--- config.mk ---
export PLATFORM = sky130hd
export DESIGN_NAME = i2c_master_command_sequencer_core_flat
export DESIGN_NICKNAME = d
export VERILOG_FILES = /design/src/hdl/imcs_pkg.sv /design/src/hdl/imcs_in_if.sv /design/src/hdl/imcs_out_if.sv /design/src/hdl/i2c_master_command_sequencer_core.sv /design/src/flat_wrapper.sv
export SDC_FILE = /design/constraint.sdc
export NUM_CORES = 1
export LEC_CHECK = 0
export ABC_AREA = 0
export BUFFER_PORTS_ARGS = -buffer_cell sky130_fd_sc_hd__buf_2
export CAP_MARGIN = 10
export CORE_UTILIZATION = 48
export CTS_CLUSTER_SIZE = 16
export DETAILED_ROUTE_END_ITERATION = 7
export GPL_ROUTABILITY_DRIVEN = 0
export PLACE_DENSITY = 0.68
export SLEW_MARGIN = 20
export SYNTH_ARGS = -nofsm -noshare
export SYNTH_HDL_FRONTEND = slang
export SYNTH_SLANG_ARGS = --single-unit
--- constraint.sdc ---
create_clock -name clk -period 14.7 [get_ports clk]
set_input_delay 4.41 -clock clk [delete_from_list [all_inputs] [get_ports clk]]
set_output_delay 4.41 -clock clk [all_outputs]
set_load 0.05 [all_outputs]
--- src/hdl/imcs_pkg.sv ---
package imcs_pkg;

  // Opcodes of an incoming item
  localparam logic [1:0] OP_START = 2'd0;
  localparam logic [1:0] OP_WRITE = 2'd1;
  localparam logic [1:0] OP_RXBYTE = 2'd2;
  localparam logic [1:0] OP_TICK = 2'd3;

  // Result kinds
  localparam logic [1:0] KIND_CMD = 2'd0;
  localparam logic [1:0] KIND_DATA = 2'd1;
  localparam logic [1:0] KIND_STATUS = 2'd2;

  // Bus command codes
  localparam logic [2:0] CMD_SEND = 3'd0;
  localparam logic [2:0] CMD_RX_ACK = 3'd2;
  localparam logic [2:0] CMD_RX_NACK = 3'd3;
  localparam logic [2:0] CMD_START = 3'd4;
  localparam logic [2:0] CMD_RESTART = 3'd5;
  localparam logic [2:0] CMD_STOP = 3'd6;

  // Status codes; the nonzero error codes double as error latch values
  localparam logic [2:0] ST_OK = 3'd0;
  localparam logic [2:0] ST_BUSY = 3'd1;
  localparam logic [2:0] ST_NACK = 3'd2;
  localparam logic [2:0] ST_ARB = 3'd3;
  localparam logic [2:0] ST_BUS_ERR = 3'd4;

  localparam int LEN_FIELD_W = 16;
  localparam int MAX_RESULTS = 6;
  localparam int CNT_W = 3;

  typedef struct packed {
    logic [1:0] kind;
    logic [2:0] command_code;
    logic [7:0] data;
    logic [2:0] status_code;
    logic       last;
  } res_t;

endpackage

--- src/hdl/imcs_in_if.sv ---
interface imcs_in_if;
  import imcs_pkg::*;

  logic                   valid;
  logic                   ready;
  logic [1:0]             opcode;
  logic [6:0]             dev_address;
  logic                   read_not_write;
  logic [1:0]             extra_count;
  logic [23:0]            extra_bytes;
  logic [LEN_FIELD_W-1:0] length;
  logic [7:0]             byte_value;
  logic                   nack_seen;
  logic                   arb_lost;
  logic                   bus_fault;

  modport source (
    output valid, opcode, dev_address, read_not_write, extra_count, extra_bytes,
           length, byte_value, nack_seen, arb_lost, bus_fault,
    input  ready
  );

  modport sink (
    input  valid, opcode, dev_address, read_not_write, extra_count, extra_bytes,
           length, byte_value, nack_seen, arb_lost, bus_fault,
    output ready
  );

endinterface

--- src/hdl/imcs_out_if.sv ---
interface imcs_out_if;

  logic       valid;
  logic       ready;
  logic [1:0] kind;
  logic [2:0] command_code;
  logic [7:0] data;
  logic [2:0] status_code;
  logic       last;

  modport source (
    output valid, kind, command_code, data, status_code, last,
    input  ready
  );

  modport sink (
    input  valid, kind, command_code, data, status_code, last,
    output ready
  );

endinterface

--- src/hdl/i2c_master_command_sequencer_core.sv ---
// I2C master transaction sequencer. Each request item (start, write byte,
// received byte, status tick) is decoded in the cycle it is accepted: the
// transaction state updates at that edge and the result items it causes
// (START/SEND/RESTART/RECEIVE/STOP command words, received data, status) are
// loaded into a six-entry result buffer that drains one item per cycle while
// result.ready is high, the final one flagged with last. An item that causes
// zero or one result leaves request.ready high, so such items are taken every
// cycle with the buffer working as the output register; an item that causes
// more results keeps ready low while the buffer drains to its final entry (a
// start with three register-address bytes and a read makes six). Ready also
// drops while a result waits on result.ready. A start during a transaction
// is refused with a busy status. The last read byte is requested with NACK;
// a zero-length transfer issues STOP on the next tick. The first flagged
// error on a tick (nack over arbitration loss over bus fault) is latched
// silently and the next tick closes the transaction with that status.
// LENGTH_BITS sizes the byte counter; larger lengths saturate.
module i2c_master_command_sequencer_core
  import imcs_pkg::*;
#(
  parameter int LENGTH_BITS = 16
) (
  input  logic        clk,
  input  logic        rst,
  imcs_in_if.sink     request,
  imcs_out_if.source  result
);

  typedef enum logic [2:0] {
    PH_IDLE = 3'd0,
    PH_SEND = 3'd1,
    PH_RECV = 3'd2,
    PH_TERM = 3'd3,
    PH_ERR  = 3'd4,
    PH_DONE = 3'd5
  } phase_t;

  // Transaction state
  phase_t                 phase, phase_next;
  logic                   busy_flag, busy_flag_next;
  logic [6:0]             target_address, target_address_next;
  logic                   reading, reading_next;
  logic [LENGTH_BITS-1:0] bytes_left, bytes_left_next;
  logic [2:0]             error_latch, error_latch_next;

  // Result buffer: entry 0 is the head shown on the result channel
  res_t                   rbuf [MAX_RESULTS];
  logic [CNT_W-1:0]       rcount;

  // Results of the item being accepted
  res_t                   rl [MAX_RESULTS];
  logic [CNT_W-1:0]       rl_cnt;

  logic                   accept;
  logic                   take;
  logic [LENGTH_BITS-1:0] len_sat;
  logic [LENGTH_BITS-1:0] bl_dec;
  logic [1:0]             sel;

  assign accept = request.valid && request.ready;
  assign take   = result.valid && result.ready;

  // Take a new item when the buffer is empty or its final entry leaves now
  assign request.ready = (rcount == '0) || ((rcount == CNT_W'(1)) && result.ready);

  assign result.valid        = (rcount != '0);
  assign result.kind         = rbuf[0].kind;
  assign result.command_code = rbuf[0].command_code;
  assign result.data         = rbuf[0].data;
  assign result.status_code  = rbuf[0].status_code;
  assign result.last         = rbuf[0].last;

  // Fit the length field into the byte counter, saturating when it is narrower
  generate
    if (LENGTH_BITS >= LEN_FIELD_W) begin : g_len_wide
      assign len_sat = LENGTH_BITS'(request.length);
    end else begin : g_len_narrow
      assign len_sat = (request.length[LEN_FIELD_W-1:LENGTH_BITS] != '0) ?
                       {LENGTH_BITS{1'b1}} : request.length[LENGTH_BITS-1:0];
    end
  endgenerate

  assign bl_dec = bytes_left - LENGTH_BITS'(1);

  function automatic res_t mk_res(logic [1:0] k, logic [2:0] c, logic [7:0] d,
                                  logic [2:0] s);
    res_t r;
    r.kind         = k;
    r.command_code = c;
    r.data         = d;
    r.status_code  = s;
    r.last         = 1'b0;
    return r;
  endfunction

  // Request the final byte with NACK
  function automatic logic [2:0] rx_cmd(logic [LENGTH_BITS-1:0] remaining);
    return (remaining == LENGTH_BITS'(1)) ? CMD_RX_NACK : CMD_RX_ACK;
  endfunction

  always_comb begin
    phase_next          = phase;
    busy_flag_next      = busy_flag;
    target_address_next = target_address;
    reading_next        = reading;
    bytes_left_next     = bytes_left;
    error_latch_next    = error_latch;
    rl_cnt              = '0;
    sel                 = '0;
    for (int i = 0; i < MAX_RESULTS; i++) begin
      rl[i] = '0;
    end

    unique case (request.opcode)
      OP_START: begin
        if (busy_flag) begin
          rl[rl_cnt] = mk_res(KIND_STATUS, CMD_SEND, 8'd0, ST_BUSY);
          rl_cnt     = rl_cnt + CNT_W'(1);
        end else begin
          target_address_next = request.dev_address;
          reading_next        = request.read_not_write;
          bytes_left_next     = len_sat;
          error_latch_next    = ST_OK;
          busy_flag_next      = 1'b1;
          if (request.extra_count != 2'd0) begin
            rl[rl_cnt] = mk_res(KIND_CMD, CMD_START, {request.dev_address, 1'b0}, ST_OK);
            rl_cnt     = rl_cnt + CNT_W'(1);
            // Send register address bytes, most significant first
            for (int i = 0; i < 3; i++) begin
              if (2'(i) < request.extra_count) begin
                sel        = request.extra_count - 2'd1 - 2'(i);
                rl[rl_cnt] = mk_res(KIND_CMD, CMD_SEND, request.extra_bytes[sel*8 +: 8],
                                    ST_OK);
                rl_cnt     = rl_cnt + CNT_W'(1);
              end
            end
            if (request.read_not_write) begin
              rl[rl_cnt] = mk_res(KIND_CMD, CMD_RESTART, {request.dev_address, 1'b1},
                                  ST_OK);
              rl_cnt     = rl_cnt + CNT_W'(1);
            end
          end else begin
            rl[rl_cnt] = mk_res(KIND_CMD, CMD_START,
                                {request.dev_address, request.read_not_write}, ST_OK);
            rl_cnt     = rl_cnt + CNT_W'(1);
          end
          if (request.read_not_write) begin
            if (len_sat != '0) begin
              rl[rl_cnt] = mk_res(KIND_CMD, rx_cmd(len_sat), 8'd0, ST_OK);
              rl_cnt     = rl_cnt + CNT_W'(1);
            end
            phase_next = PH_RECV;
          end else begin
            phase_next = PH_SEND;
          end
        end
      end
      OP_WRITE: begin
        if (busy_flag && (phase == PH_SEND) && (bytes_left != '0)) begin
          rl[rl_cnt]      = mk_res(KIND_CMD, CMD_SEND, request.byte_value, ST_OK);
          rl_cnt          = rl_cnt + CNT_W'(1);
          bytes_left_next = bl_dec;
          if (bl_dec == '0) begin
            rl[rl_cnt] = mk_res(KIND_CMD, CMD_STOP, 8'd0, ST_OK);
            rl_cnt     = rl_cnt + CNT_W'(1);
            phase_next = PH_TERM;
          end
        end
      end
      OP_RXBYTE: begin
        if (busy_flag && (phase == PH_RECV) && (bytes_left != '0)) begin
          rl[rl_cnt]      = mk_res(KIND_DATA, CMD_SEND, request.byte_value, ST_OK);
          rl_cnt          = rl_cnt + CNT_W'(1);
          bytes_left_next = bl_dec;
          if (bl_dec != '0) begin
            rl[rl_cnt] = mk_res(KIND_CMD, rx_cmd(bl_dec), 8'd0, ST_OK);
            rl_cnt     = rl_cnt + CNT_W'(1);
          end else begin
            rl[rl_cnt] = mk_res(KIND_CMD, CMD_STOP, 8'd0, ST_OK);
            rl_cnt     = rl_cnt + CNT_W'(1);
            phase_next = PH_TERM;
          end
        end
      end
      OP_TICK: begin
        if (busy_flag) begin
          if ((error_latch == ST_OK) &&
              (request.nack_seen || request.arb_lost || request.bus_fault)) begin
            // Latch the first error silently; the next tick reports it
            priority if (request.nack_seen) error_latch_next = ST_NACK;
            else if (request.arb_lost)      error_latch_next = ST_ARB;
            else                            error_latch_next = ST_BUS_ERR;
            phase_next = PH_ERR;
          end else if (((phase == PH_SEND) || (phase == PH_RECV)) && (bytes_left == '0)) begin
            rl[rl_cnt] = mk_res(KIND_CMD, CMD_STOP, 8'd0, ST_OK);
            rl_cnt     = rl_cnt + CNT_W'(1);
            phase_next = PH_TERM;
          end else if ((phase == PH_TERM) || (phase == PH_ERR)) begin
            rl[rl_cnt]     = mk_res(KIND_STATUS, CMD_SEND, 8'd0, error_latch);
            rl_cnt         = rl_cnt + CNT_W'(1);
            busy_flag_next = 1'b0;
            phase_next     = PH_DONE;
          end
        end
      end
      default: begin
      end
    endcase

    // Flag the final result of this item
    if (rl_cnt != '0) begin
      rl[rl_cnt - CNT_W'(1)].last = 1'b1;
    end
  end

  always_ff @(posedge clk) begin
    if (rst) begin
      phase          <= PH_IDLE;
      busy_flag      <= 1'b0;
      target_address <= '0;
      reading        <= 1'b0;
      bytes_left     <= '0;
      error_latch    <= ST_OK;
      rcount         <= '0;
    end else begin
      if (accept) begin
        // Advance the transaction and load this item's results
        phase          <= phase_next;
        busy_flag      <= busy_flag_next;
        target_address <= target_address_next;
        reading        <= reading_next;
        bytes_left     <= bytes_left_next;
        error_latch    <= error_latch_next;
        rcount         <= rl_cnt;
        for (int i = 0; i < MAX_RESULTS; i++) begin
          rbuf[i] <= rl[i];
        end
      end else if (take) begin
        // Drop the head and shift the rest forward
        rcount <= rcount - CNT_W'(1);
        for (int i = 0; i < MAX_RESULTS - 1; i++) begin
          rbuf[i] <= rbuf[i + 1];
        end
      end
    end
  end

  // Never take an item while more than one result is still queued
  a_no_accept_while_queued: assert property (@(posedge clk) disable iff (rst)
    (rcount > CNT_W'(1)) |-> !request.ready)
    else $error("request taken with results still queued");

  // The head carries last exactly when it is the only queued result
  a_last_on_final: assert property (@(posedge clk) disable iff (rst)
    (rcount != '0) |-> (rbuf[0].last == (rcount == CNT_W'(1))))
    else $error("last flag out of place in result buffer");

  // An idle sequencer sits in idle or done
  a_idle_phase: assert property (@(posedge clk) disable iff (rst)
    !busy_flag |-> ((phase == PH_IDLE) || (phase == PH_DONE)))
    else $error("phase active while not busy");

  // A latched error during a transaction parks the sequencer in error wait
  a_error_wait: assert property (@(posedge clk) disable iff (rst)
    (busy_flag && (error_latch != ST_OK)) |-> (phase == PH_ERR))
    else $error("error latched outside error wait");

  // A start taken while idle opens a transaction
  a_start_opens: assert property (@(posedge clk) disable iff (rst)
    (accept && (request.opcode == OP_START) && !busy_flag) |=> busy_flag)
    else $error("start did not open a transaction");

endmodule

--- src/flat_wrapper.sv ---
// flat-port wrapper written by rule: the top's interface ports become plain ports
module i2c_master_command_sequencer_core_flat import imcs_pkg::*;
#(
  parameter int LENGTH_BITS = 16
)
  (clk, rst, request_valid, request_opcode, request_dev_address, request_read_not_write, request_extra_count, request_extra_bytes, request_length, request_byte_value, request_nack_seen, request_arb_lost, request_bus_fault, request_ready, result_valid, result_kind, result_command_code, result_data, result_status_code, result_last, result_ready);
  imcs_in_if request_i ();
  imcs_out_if result_i ();
  input  logic clk;
  input  logic rst;
  input wire logic [$bits(request_i.valid)-1:0] request_valid;
  input wire logic [$bits(request_i.opcode)-1:0] request_opcode;
  input wire logic [$bits(request_i.dev_address)-1:0] request_dev_address;
  input wire logic [$bits(request_i.read_not_write)-1:0] request_read_not_write;
  input wire logic [$bits(request_i.extra_count)-1:0] request_extra_count;
  input wire logic [$bits(request_i.extra_bytes)-1:0] request_extra_bytes;
  input wire logic [$bits(request_i.length)-1:0] request_length;
  input wire logic [$bits(request_i.byte_value)-1:0] request_byte_value;
  input wire logic [$bits(request_i.nack_seen)-1:0] request_nack_seen;
  input wire logic [$bits(request_i.arb_lost)-1:0] request_arb_lost;
  input wire logic [$bits(request_i.bus_fault)-1:0] request_bus_fault;
  output wire logic [$bits(request_i.ready)-1:0] request_ready;
  output wire logic [$bits(result_i.valid)-1:0] result_valid;
  output wire logic [$bits(result_i.kind)-1:0] result_kind;
  output wire logic [$bits(result_i.command_code)-1:0] result_command_code;
  output wire logic [$bits(result_i.data)-1:0] result_data;
  output wire logic [$bits(result_i.status_code)-1:0] result_status_code;
  output wire logic [$bits(result_i.last)-1:0] result_last;
  input wire logic [$bits(result_i.ready)-1:0] result_ready;
  assign request_i.valid = request_valid;
  assign request_i.opcode = request_opcode;
  assign request_i.dev_address = request_dev_address;
  assign request_i.read_not_write = request_read_not_write;
  assign request_i.extra_count = request_extra_count;
  assign request_i.extra_bytes = request_extra_bytes;
  assign request_i.length = request_length;
  assign request_i.byte_value = request_byte_value;
  assign request_i.nack_seen = request_nack_seen;
  assign request_i.arb_lost = request_arb_lost;
  assign request_i.bus_fault = request_bus_fault;
  assign request_ready = request_i.ready;
  assign result_valid = result_i.valid;
  assign result_kind = result_i.kind;
  assign result_command_code = result_i.command_code;
  assign result_data = result_i.data;
  assign result_status_code = result_i.status_code;
  assign result_last = result_i.last;
  assign result_i.ready = result_ready;
  i2c_master_command_sequencer_core #(.LENGTH_BITS(LENGTH_BITS)) u_core (.clk(clk), .rst(rst), .request(request_i), .result(result_i));
endmodule
After elaboration in Yosys (flattened, before gate mapping):

Memories as Yosys holds them, arrays and structs flattened.
Index checks and enable logic that the tools add are counted.

* input port bits: 67
* memories kept: 1
* word-level logic and storage cells: 216
* RAM bits: 102
* bits in registers: 26
* output and inout port bits: 19

Memories
* u_core.rbuf: words 6, width 17, read ports 6, clocked after Yosys merged registers in 0, write ports 6, line i2c_master_command_sequencer_core.sv:46 `res_t rbuf [MAX_RESULTS];`

* reductions and logical operators: 37
* shift operators: 3
* magnitude comparators: 13
* equality and inequality tests: 18
* add/subtract/negate cells: 10
* bitwise gates (word level): 10
* muxes and demuxes: 119

Operators by type and width (count)
* 102-bit 2-to-1 mux: 12
* 102-bit bitwise mux: 5
* 17-bit 2-to-1 mux: 20
* 85-bit 2-to-1 mux: 4
* 17-bit demux with 3-bit select: 5
* 3-bit 2-to-1 mux: 37
* 24-bit by 6-bit indexed part select with 8-bit output: 3
* 68-bit 2-to-1 mux: 1
* 17-bit case mux with 4 select lines: 1
* 17-bit case mux with 3 select lines: 1
* 16-bit 2-to-1 mux: 3
* 16-bit case mux with 3 select lines: 1
* 16-bit nonzero test: 3
* 33-bit 2-to-1 mux: 1
* 16-bit by 1-bit == test with 1-bit output, second input constant: 2
* 16-bit zero test: 2
* 15-bit 2-to-1 mux: 2
* 29-bit 2-to-1 mux: 1
* 3-bit case mux with 4 select lines: 2
* 4-bit >= comparator, second input constant: 5
* 4-bit by 1-bit less-than comparator with 1-bit output, second input constant: 5
* 3-bit inverter with 4-bit output: 5
* 16-bit by 1-bit subtractor with 16-bit output, second input constant: 1
* 1-bit 2-to-1 mux: 15
* 28 further kinds: 73

Longest topological paths before layout:

* word-level depth: 34
* gate-level depth with buffers: 17
* gate-level depth less buffers: 14

Worst setup path after synthesis:

Ideal clock, no wire load.

* kind: input-to-output
* start point: in result_ready
* end point: out request_ready
* slack: 5.139 ns
* required time: 10.290 ns
* data arrival time: 5.151 ns
* cell stages on the path: 2
* path buffers: 0
* cells stage by stage: a21oi_1 nor2_1

* cells in the longest elaborated chain, start to end: 2

Ends and longest elaborated chain
* from (decl): line flat_wrapper.sv:29 `input wire logic [$bits(result_i.ready)-1:0] result_ready;`
* 1-bit logical AND: line i2c_master_command_sequencer_core.sv:63 `assign request.ready = (rcount == '0) || ((rcount == CNT_W'(1)) && result.ready);`
* 1-bit logical OR: line i2c_master_command_sequencer_core.sv:63
* to (decl): line flat_wrapper.sv:22 `output wire logic [$bits(request_i.ready)-1:0] request_ready;`

Every way passes these cells.

Worst setup path in the final report:

Ends and elaborated chain as after synthesis.

==> flow_metrics.py <==
metrics = {
    "outcome": {
        "status": "complete, no violations",
    },
    "layout": {
        "register_area_um2": 2770,
        "fillerInstances": 1231,
        "post_route_cells_drive_above_1_share_pct": 14.7,
        "areaGrowthSynthToFinish_pct": 11.1,
        "final_util_pct": 55.3,
        "post_layout_nets": 901,
        "diodes": 0,
        "multi_input_comb_area_um2": 3610,
        "postLayoutCellArea_um2": 7380,
    },
    "place": {
        "io_buffers": 85,
        "placement.setup.worst_slack_ns": 5.29,
        "post-dp-hpwl_mm": 12.2,
        "place_area_um2": 7110,
    },
    "sta": {
        "final_slew_viol_count": 0,
        "setup_viol": 0,
        "max_freq_mhz": 106,
        "finalCriticalPeriod_ns": 9.42,
        "finalCritPeriodShare_pct": 64.1,
        "unrepaired_setup_endpoints_after_global_routing": "no",
        "worst_slack_setup_final_ns": 5.28,
        "worstMarginPinSlew_ns": 1.04,
        "max_slew_margin_pct": 30.2,
        "clock-skew-final_ns": 0.00676,
        "hold_viol_final": 0,
        "setup-tns-final_ns": 0,
    },
    "global_route": {
        "grt_pass1_vias": 5507,
        "grt_antenna_before_repair": 0,
        "grt_overflow_total": 0,
        "grt_start_max_net_pins": 73,
        "grt_first_pass_wirelength_mm": 27.7,
        "global_routing_usage_summed_across_all_routing_layers_pct": 24.4,
    },
    "pwr": {
        "comb_power_share_pct": 38.7,
        "p_seq_share_pct": 40.0,
        "total_power_of_the_final_layout_w": 0.00105,
        "power.share.switching_pct": 40.1,
        "clock_power_share_pct": 21.3,
        "p_int_w": 0.000629,
        "irDropWorstVdd_v": 0.0000695,
        "power-per-cell-area_nw_per_um2": 142,
        "net_switching_power_w": 0.000420,
        "leakagePower_nw": 2.73,
    },
    "synth": {
        "netlist_top_cells_area": "sky130_fd_sc_hd__edfxtp_1 (34%), sky130_fd_sc_hd__dfxtp_1 (7.8%), sky130_fd_sc_hd__nor2_1 (5.7%)",
        "ys_seq_area_share_pct": 41.8,
        "yosys.cell_count.top_type": "sky130_fd_sc_hd__nor2_1",
        "synth_enable_flop_cells": 75,
        "synth.mux.area_fraction_pct": 3.81,
        "netlist-cell-type-count": 67,
        "synth-compound-area-share_pct": 23.0,
        "synth_xor_area_share_pct": 1.19,
        "synthArstFlopShare_pct": 0,
        "syn_area_um2": 6640,
        "synth-main-ff-cell": "sky130_fd_sc_hd__edfxtp_1",
        "postSynthCellCount": 764,
        "yosys_warnings": 0,
        "simple_gate_share_of_the_synthesized_area_pct": 22.1,
        "post_synth.cell_area_avg_um2": 8.69,
        "synth_top_cell_by_area": "sky130_fd_sc_hd__edfxtp_1",
        "most_frequent_cells_after_synthesis": "sky130_fd_sc_hd__nor2_1 (101), sky130_fd_sc_hd__nand2_1 (89), sky130_fd_sc_hd__edfxtp_1 (75)",
        "netlist.area_leader.share_pct": 33.9,
        "synthAdderAreaFrac_pct": 3.96,
        "synth_nets": 852,
        "ys_ff_latch": 101,
        "combinational_family_with_the_most_area_after_synthesis": "compound AO/OA/AOI/OAI gates",
    },
    "worst_setup_path": {
        "cp_common_cell": "sky130_fd_sc_hd__buf_2",
        "worst_setup_path_type": "primary input to output port",
        "worst_ep_arrival_time_ns": 5.01,
        "cp_slowest_cell": "sky130_fd_sc_hd__buf_2",
        "crit_path_max_fanout": 3,
        "required_worst_endpoint_ns": 10.29,
        "cp.buffers_inverters": 2,
        "critPathLaunchType": "primary input",
        "worst_path_dominant_cell_family": "buffers and inverters",
        "end_kind": "output port",
        "critPathMaxStageDelay_ns": 0.29,
        "crit_chain": "buf_2, a21oi_1, nor2_1, buf_2",
    },
    "clock_tree": {
        "clk_path_buf_depth": 2,
        "cts_tree": "done",
        "clock_sink_count": 101,
        "cts_root_buf": "sky130_fd_sc_hd__clkbuf_16",
        "htree_levels": 3,
        "cts_buffers": 9,
        "clock_latency_ns": 0.36,
        "clk_transition_reported_paths_ns": 0.07,
        "cts_repair_resize_count": 0,
        "post-cts-setup-buffers": 0,
        "cts.hold.buffers_added": 0,
    },
    "worst_hold_path": {
        "min_delay_worst_type": "flop to flop",
    },
    "floorplanning": {
        "design.die.area_um2": 14300,
        "ios": 86,
        "floorplan.rows": 42,
        "core_area_um2": 13300,
        "start_util_pct": 49.7,
        "die_h_um": 120,
        "chipWidth_um": 120,
    },
    "detailed_routing": {
        "post_drt_wl_per_cell_um": 17.5,
        "vias": 6158,
        "post_drt_via_cell_ratio": 6.20,
        "drc_violation_total_after_the_first_tritonroute_iteration": 656,
        "ant_nets": 0,
        "drc": 0,
        "routed_wl_mm": 17.4,
        "drt_pre_antenna_iters": 5,
    },
    "run": {
        "max_cap_viols": 0,
    },
}
## placed cells by master (no fill, tap or decap), types with 4 or more instances in the layout
cell,count
sky130_fd_sc_hd__nor3_1,13
sky130_fd_sc_hd__nand3_1,18
sky130_fd_sc_hd__xnor2_1,6
sky130_fd_sc_hd__a221oi_1,8
sky130_fd_sc_hd__nand4_1,4
sky130_fd_sc_hd__o21a_1,4
sky130_fd_sc_hd__a31oi_1,11
sky130_fd_sc_hd__ha_1,21
sky130_fd_sc_hd__nand3b_1,4
sky130_fd_sc_hd__nor2b_1,15
sky130_fd_sc_hd__nor2_1,100
sky130_fd_sc_hd__mux2i_1,23
sky130_fd_sc_hd__inv_1,14
sky130_fd_sc_hd__o41ai_1,4
sky130_fd_sc_hd__o22ai_1,24
sky130_fd_sc_hd__nor4_1,8
sky130_fd_sc_hd__a21oi_1,64
sky130_fd_sc_hd__nand2_1,89
sky130_fd_sc_hd__o211ai_1,6
sky130_fd_sc_hd__a211oi_1,6
sky130_fd_sc_hd__nand2b_1,6
sky130_fd_sc_hd__dfxtp_1,26
sky130_fd_sc_hd__buf_2,85
sky130_fd_sc_hd__or2_2,5
sky130_fd_sc_hd__or4_1,5
sky130_fd_sc_hd__and2_1,13
sky130_fd_sc_hd__o22a_1,7
sky130_fd_sc_hd__o21ai_0,48
sky130_fd_sc_hd__a22o_1,17
sky130_fd_sc_hd__nor4b_1,5
sky130_fd_sc_hd__edfxtp_1,75
sky130_fd_sc_hd__or3_1,5
sky130_fd_sc_hd__clkbuf_16,9
sky130_fd_sc_hd__and3_1,4
sky130_fd_sc_hd__o31ai_1,5
## flip-flops by register name (all words and copies together) (netlist names)
register            cells
u_core.busy_flag        1
u_core.bytes_left      16
u_core.rcount           3
u_core.rbuf            75
u_core.error_latch      3
u_core.phase            3
## metrics by stage
| step | std cells | hold slack, ns |
|---|---|---|
| 3_3_place_gp | 978 | 0.494 |
| 6_report | 994 | 0.516 |
| 3_5_place_dp | 978 | 0.505 |
| 5_1_grt | 994 | 0.520 |
| 4_1_cts | 994 | 0.522 |
| 2_1_floorplan | 764 | 0.484 |
## layer usage
layer	track usage (%)	part of all wire, %
met3	4.75	7.9
met5	0	0
met4	10.5	2.4
met1	34.1	45
met2	36.8	45
## cell type report
type	count	area share (%)
timing repair buffer	88	6.07
clock buffer	10	3.10
clock inverter	6	0.543
multi-input combinational	597	48.9
tap	176	2.99
sequential	101	37.6
inverter	16	0.814
## cells by family after synthesis
| logic type | count (synthesis) |
|---|---|
| simple gates | 307 |
| compound gates | 235 |
| flops | 101 |
| buf+inv | 66 |
| mux | 25 |
| fa+ha+maj | 21 |
| xor+xnor | 9 |
## path summary, 6_finish.rpt
kind / startpoint / to / slack (ns) / depth (start not counted)
max reg2reg: u_core.bytes_left[0] / u_core.rbuf[3][0] / 10.71 / 12
min: u_core.rbuf[2][14] / u_core.rbuf[1][14] / 0.52 / 2
min reg2reg: u_core.rbuf[2][14] / u_core.rbuf[1][14] / 0.52 / 2
max: result_ready / request_ready / 5.28 / 4
## power groups by stage
stage / logic (W) / registers, W / clock network [W]
detailed placement: 0.000402 / 0.000424 / 0
CTS: 0.000403 / 0.000419 / 0.000225
floorplan: 0.000274 / 0.000460 / 0
finish: 0.000406 / 0.000419 / 0.000224
global route: 0.000447 / 0.000426 / 0.000239
global placement: 0.000392 / 0.000422 / 0
## worst register-to-register path: stages, from the launching register on
cell and delay [ns]:
sky130_fd_sc_hd__dfxtp_1 0.48, sky130_fd_sc_hd__inv_1 0.17, sky130_fd_sc_hd__ha_1 0.34, sky130_fd_sc_hd__o41ai_1 0.49, sky130_fd_sc_hd__nand3_1 0.17, sky130_fd_sc_hd__nor4b_2 0.40, sky130_fd_sc_hd__nor4b_1 0.36, sky130_fd_sc_hd__a211o_1 0.35
sky130_fd_sc_hd__ha_1 0.28, sky130_fd_sc_hd__nor2_1 0.06, sky130_fd_sc_hd__mux2i_1 0.25, sky130_fd_sc_hd__nor2_1 0.09, sky130_fd_sc_hd__a32o_1 0.29
Power figures use the tool's default switching activity.
